<file path="src/hw/rtl/spv_pkg.sv">
`timescale 1ns / 1ps
// ----------------------------------------------------------------------------
// spv_pkg: shared types and constants of the sample playback voice
// Item kinds, register indexes, store geometry and the fixed-point format
// of the play position.
// ----------------------------------------------------------------------------
package spv_pkg;

  localparam int SAMPLE_DEPTH = 1048576;
  localparam int ADDR_W       = $clog2(SAMPLE_DEPTH);
  localparam int FRAC_BITS    = 12;
  // sign bit, integer part up to the full region length, fraction
  localparam int POS_W        = ADDR_W + 1 + FRAC_BITS;
  localparam int LEN_W        = ADDR_W + 1;
  localparam int STEP_W       = 16;
  localparam int SMP_W        = 16;
  localparam int CHAN_W       = 4;
  localparam int CFG_IDX_W    = 3;
  localparam int CFG_DATA_W   = LEN_W;

  localparam logic [1:0] KIND_LOAD     = 2'd0;
  localparam logic [1:0] KIND_NOTE_ON  = 2'd1;
  localparam logic [1:0] KIND_NOTE_OFF = 2'd2;
  localparam logic [1:0] KIND_TICK     = 2'd3;

  localparam logic [CFG_IDX_W-1:0] CFG_START   = 3'd0;
  localparam logic [CFG_IDX_W-1:0] CFG_END     = 3'd1;
  localparam logic [CFG_IDX_W-1:0] CFG_STEP    = 3'd2;
  localparam logic [CFG_IDX_W-1:0] CFG_FORWARD = 3'd3;
  localparam logic [CFG_IDX_W-1:0] CFG_LOOP    = 3'd4;
  localparam logic [CFG_IDX_W-1:0] CFG_STOP    = 3'd5;

  // 1.0 in the position format
  localparam logic [STEP_W-1:0] STEP_RESET = STEP_W'(1 << FRAC_BITS);

  typedef struct packed {
    logic [ADDR_W-1:0] start_index;
    logic [LEN_W-1:0]  end_index;
    logic [STEP_W-1:0] step_rate;
    logic              play_forward;
    logic              loop_enable;
    logic              stop_on_release;
  } spv_cfg_t;

  typedef struct packed {
    logic add_en;   // voice sample joins the mix
    logic active;   // voice still playing after this item
  } spv_tick_t;

endpackage

</file>
<file path="src/hw/rtl/spv_phase.sv">
`timescale 1ns / 1ps
// ----------------------------------------------------------------------------
// spv_phase: voice state and phase accumulator
// Holds gate, playing flag and the fixed-point play position; works out the
// store read address and the next state for each accepted item.
// ----------------------------------------------------------------------------
module spv_phase
  import spv_pkg::*;
(
  input  logic              clk_i,
  input  logic              rst_ni,
  input  logic              item_valid_i,
  input  logic [1:0]        kind_i,
  input  logic [CHAN_W-1:0] channel_i,
  input  spv_cfg_t          cfg_i,
  output logic [ADDR_W-1:0] rd_addr_o,
  output spv_tick_t         tick_o
);

  logic signed [POS_W-1:0] pos_q, pos_d;
  logic                    playing_q, playing_d;
  logic                    gate_q, gate_d;

  logic [LEN_W-1:0]   len;
  logic [LEN_W-1:0]   len_m1;
  logic [POS_W-1:0]   pos_last;
  logic [POS_W:0]     lenq;
  logic [ADDR_W-1:0]  ipos;
  logic [POS_W:0]     pos_fwd;
  logic [POS_W:0]     pos_rev;
  logic               in_range;
  logic               wrap;
  logic               chan0;

  assign len    = (cfg_i.end_index > {1'b0, cfg_i.start_index})
                ? cfg_i.end_index - {1'b0, cfg_i.start_index} : '0;
  assign len_m1 = len - LEN_W'(1);
  // integer position of the last sample in the region
  assign pos_last = {1'b0, len_m1[ADDR_W-1:0], {FRAC_BITS{1'b0}}};
  assign lenq     = {1'b0, len, {FRAC_BITS{1'b0}}};

  assign ipos      = pos_q[POS_W-2:FRAC_BITS];
  assign in_range  = !pos_q[POS_W-1] && ({1'b0, ipos} < len);
  assign rd_addr_o = cfg_i.start_index + ipos;
  assign wrap      = cfg_i.loop_enable && gate_q;
  assign chan0     = (channel_i == '0);

  assign pos_fwd = {2'b00, pos_q[POS_W-2:0]} + (POS_W+1)'(cfg_i.step_rate);
  assign pos_rev = {2'b00, pos_q[POS_W-2:0]} - (POS_W+1)'(cfg_i.step_rate);

  always_comb begin
    pos_d         = pos_q;
    playing_d     = playing_q;
    gate_d        = gate_q;
    tick_o.add_en = 1'b0;
    if (item_valid_i) begin
      case (kind_i)
        KIND_NOTE_ON: begin
          if (chan0) begin
            gate_d = 1'b1;
            if (cfg_i.play_forward) begin
              pos_d     = '0;
              playing_d = 1'b1;
            end else if (len != '0) begin
              pos_d     = pos_last;
              playing_d = 1'b1;
            end else begin
              playing_d = 1'b0;
            end
          end
        end
        KIND_NOTE_OFF: begin
          if (chan0) begin
            gate_d = 1'b0;
            if (cfg_i.stop_on_release) begin
              playing_d = 1'b0;
            end
          end
        end
        KIND_TICK: begin
          if (playing_q && (cfg_i.step_rate != '0)) begin
            if (!in_range) begin
              playing_d = 1'b0;
            end else begin
              tick_o.add_en = 1'b1;
              if (cfg_i.play_forward) begin
                pos_d = pos_fwd[POS_W-1:0];
                if (pos_fwd >= lenq) begin
                  if (wrap) begin
                    pos_d = '0;
                  end else begin
                    playing_d = 1'b0;
                  end
                end
              end else begin
                pos_d = pos_rev[POS_W-1:0];
                if (pos_rev[POS_W]) begin
                  if (wrap) begin
                    pos_d = pos_last;
                  end else begin
                    playing_d = 1'b0;
                  end
                end
              end
            end
          end
        end
        default: begin
        end
      endcase
    end
    tick_o.active = playing_d;
  end

  always_ff @(posedge clk_i or negedge rst_ni) begin
    if (!rst_ni) begin
      pos_q     <= '0;
      playing_q <= 1'b0;
      gate_q    <= 1'b0;
    end else begin
      pos_q     <= pos_d;
      playing_q <= playing_d;
      gate_q    <= gate_d;
    end
  end

endmodule

</file>
<file path="config.mk">
export PLATFORM = sky130hd
export DESIGN_NAME = spv_phase
export DESIGN_NICKNAME = d
export VERILOG_FILES = /design/src/hw/rtl/spv_pkg.sv /design/src/hw/rtl/spv_phase.sv
export SDC_FILE = /design/constraint.sdc
export NUM_CORES = 1
export LEC_CHECK = 0
export ABC_AREA = 1
export ABC_CLOCK_PERIOD_IN_PS = 10400
export BUFFER_PORTS_ARGS = -buffer_cell sky130_fd_sc_hd__clkbuf_2
export CAP_MARGIN = 20
export CORE_UTILIZATION = 54
export DETAILED_ROUTE_END_ITERATION = 16
export PLACE_DENSITY_LB_ADDON = 0.2
export SYNTH_ARGS = -nofsm -noshare
export SYNTH_HDL_FRONTEND = slang
export SYNTH_SLANG_ARGS = --single-unit
</file>
<file path="constraint.sdc">
create_clock -name clk_i -period 10.4 [get_ports clk_i]
set_input_delay 3.12 -clock clk_i [delete_from_list [all_inputs] [get_ports clk_i]]
set_output_delay 3.12 -clock clk_i [all_outputs]
set_load 0.03 [all_outputs]
</file>
==> metrics.md <==
| Metric | Value |
|---|---|
| Area grow syn2layout | 11.0% |
| Worst path max stage delay | 0.35 ns |
| Final setup vio count | 0 |
| Maximum clock insertion buffer count | 2 |
| Via count | 10200 |
| Critical path class | in2out |
| Post-Syn Instances | 1487 |
| Syn_nets | 1673 |
| Syn Area/Cell | 5.82 sq um |
| Dpl hpwl | 24900 um |
| Yosys reg bits | 35 |
| Antenna cells | 0 |
| Hold Path Cell Cnt | 2 |
| Final setup margin | 0.368 ns |
| Worst Max-Slew Pin Slew | 1.11 ns |
| Die area | 16500 sq um |
| Reg2reg end | pos_q[7] |
| FF-to-FF setup slack | 5.61 ns |
| Most common cell on crit path | nand2_1 |
| Post-synthesis mux area share | 0 |
| Yosys cell types | 49 |
| Routed wire length | 30000 um |
| R2R depth | 18 |
| Number of fill cells | 1613 |
| Share of post-route cells with drive strength above 1 | 0.118 |
| # IOs | 91 |
| Total grt overflow | 0 |
| Initial Util | 0.561 |
| Die Span Y | 129 um |
| First-pass GRT wire length | 47100 um |
| Endpoint, Worst Hold | pos_q[32] |
| Root buffer cell | clkbuf_16 |
| Worst slew margin relative to its limit | 0.260 |
| Worst min path class | reg2reg |
| Row count | 45 |
| Register area share after synthesis | 0.101 |
| Initial DRC Count | 973 |
| Compound-gate portion of the synthesized area | 0.141 |
| Reg-to-Reg Start | pos_q[0] |
| Total global routing track utilization | 0.366 |
| Hold Startpoint | pos_q[32] |
| Clk sinks | 35 |
| Worst Path Arrival | 6.91 ns |
| H-tree depth | 2 |
| Fin util | 0.623 |
| Async set-reset flop share out of synthesis | 1.00 |
| Initial antenna violation count | 0 |
| Worst Setup Start Kind | input port |
| Total CTS buffers | 5 |
| EDFF count, synth | 0 |
| Vias per inst | 5.72 |
| Tcrit/Tclk final | 0.965 |
| Final net count | 1753 |
| DRC | 0 |
| Worst Path Required | 7.28 ns |
| First drt pass iteration count | 6 |
| Setup WS pre-CTS | 0.211 ns |
| LEAKAGE | 5.28 nW |
| Max-capacitance violation count | 0 |
| GP Congestion | 0.974 |
| Synth Warn # | 0 |
| Mapped cell area | 8660 sq um |
| Synth Area in Simple Gates | 0.414 |
| CP max stage cell | fa_2 |
| IO Port Bufs | 90 |
| Final Power | 2.00 mW |
| Hold Violations, Final | 0 |
| Status | finished clean |
| Top_reg_cell synth | dfrtp_1 |
| Fmax | 99.7 MHz |
| CP Capture Type | primary output |
| DIE WIDTH | 129 um |
| Largest vdd supply drop | 0.194 mV |
| Wirelength per Cell | 16.9 um |
| ANT nets after route | 0 |
| Layout Skew | 0.00467 ns |
| Clock slew at reported path FFs | 0.06 ns |
| Post-Synth XOR/XNOR Area | 0.0617 |
| CTS tree | done |
| Largest net degree at the start of global routing | 52 |
| Tmin final | 10.03 ns |
| Later-pin clock latency in the skew report | 0.29 ns |
| Final hold slack | 0.523 ns |
| Vias in the first global route | 9033 |
| Total core area | 15400 sq um |
| Crit-path max FO | 4 |
| Largest family of logic cells by synthesized area | simple AND/OR/NAND/NOR gates |
| Power per cell area | 208 nW/um^2 |
| Fraction of the mapped netlist area in adder cells | 0.173 |
| Final Max Slew Viols | 0 |
## cells in the final DEF, fill, tap and decap left out, drive strengths merged, types with 6 or more instances in the layout
cell type  netlist  final
nand3b          14     14
o21ai           79     79
inv            199    199
nand2          447    447
o21bai           9      9
o211ai           8      8
nor4            12     12
nand3          112    112
buf             17     20
ha             113    113
dfrtp           35     35
nor3            22     22
xnor2            6      6
a21oi          100    100
clkbuf          19     95
xor2            55     55
nor2           162    162
nand4           38     38
## timing repair
action / in CTS / in global routing
setup buffers: 0 / 2
hold buffers: 0 / 0
setup endpoints to repair: 0 / 1
gates resized for setup: 0 / 37
## per-layer routing
metal,vias up,part of all wire,track usage
met2,442,0.43,0.560
met4,0,0.025,0.102
met1,4639,0.47,0.532
li1,5043,-,-
met5,-,0,0
met3,53,0.079,0.0507
## power by group
part,internal [mW],leakage [nW],total [mW],switching [mW]
clock,0.0938,0.0727,0.159,0.0649
sequential,0.180,0.460,0.284,0.105
combinational,0.528,4.75,1.55,1.03
total,0.801,5.28,2.00,1.20
## cell usage after synthesis, types with 13 or more instances
master    count  area share
dfrtp_1      35        0.10
ha_1        113        0.16
clkbuf_1     19      0.0082
nor2_1      149       0.065
nand3b_1     13       0.011
o21ai_0      58       0.034
nand2_1     440        0.19
xor2_1       55       0.056
nand3_1     107       0.062
inv_1       190       0.082
a21oi_1      99       0.057
nand4_1      37       0.027
nor3_1       21       0.012
o21ai_1      21       0.012
## stage by stage
step / TNS (ns) / std cells / area (sq um)
3_3_place_gp: 0 / 1768 / 9300
2_1_floorplan: 0 / 1487 / 8660
6_report: 0 / 1778 / 9610
5_1_grt: -0.0245 / 1778 / 9610
3_5_place_dp: 0 / 1768 / 9300
4_1_cts: 0 / 1775 / 9440
## cells by family (layout without fill, tap and decap cells)
group / Yosys count / in the layout
adders and majority gates: 117 / 117
AOI/OAI and AO/OA: 221 / 221
DFF: 35 / 35
and+or+nand+nor: 817 / 817
xor gates and xnor gates: 61 / 61
buffers and inverters: 236 / 316
## area by class of cell
cell class | count | area, sq um | share of cell area
clock buffers | 6 | 139 | 0.0145
clock inverters | 1 | 5.00 | 0.000521
inverters | 200 | 756 | 0.0787
multi-input cells | 1216 | 6960 | 0.724
flip-flops and latches | 35 | 876 | 0.0912
well taps | 211 | 264 | 0.0275
repair buffers | 109 | 612 | 0.0637
## state kept, by name (all words and copies together) (netlist names)
register	count
gate_q	1
playing_q	1
pos_q	33
## worst max-delay path, delay by kind of cell
kind | cells | cell delay [ns]
AO/OA/AOI/OAI | 1 | 0.07
XOR/XNOR | 1 | 0.16
buffers and inverters | 6 | 0.61
AND/OR/NAND/NOR | 24 | 2.11
adder cells (fa/ha/maj) | 3 | 0.81
## how the worst max path moves through the flow
| stage | start | to | slack, ns | depth (start not counted) |
|---|---|---|---|---|
| 2_1_floorplan | cfg_i[9] | tick_o[0] | 0.78 | 34 |
| 3_3_place_gp | cfg_i[5] | tick_o[0] | 0.31 | 35 |
| 3_5_place_dp | cfg_i[3] | tick_o[0] | 0.21 | 35 |
| 4_1_cts | cfg_i[3] | tick_o[0] | 0.16 | 35 |
| 5_1_grt | cfg_i[3] | tick_o[0] | -0.02 | 35 |
| 6_report | cfg_i[3] | tick_o[0] | 0.37 | 35 |
Power figures use the tool's default switching activity.
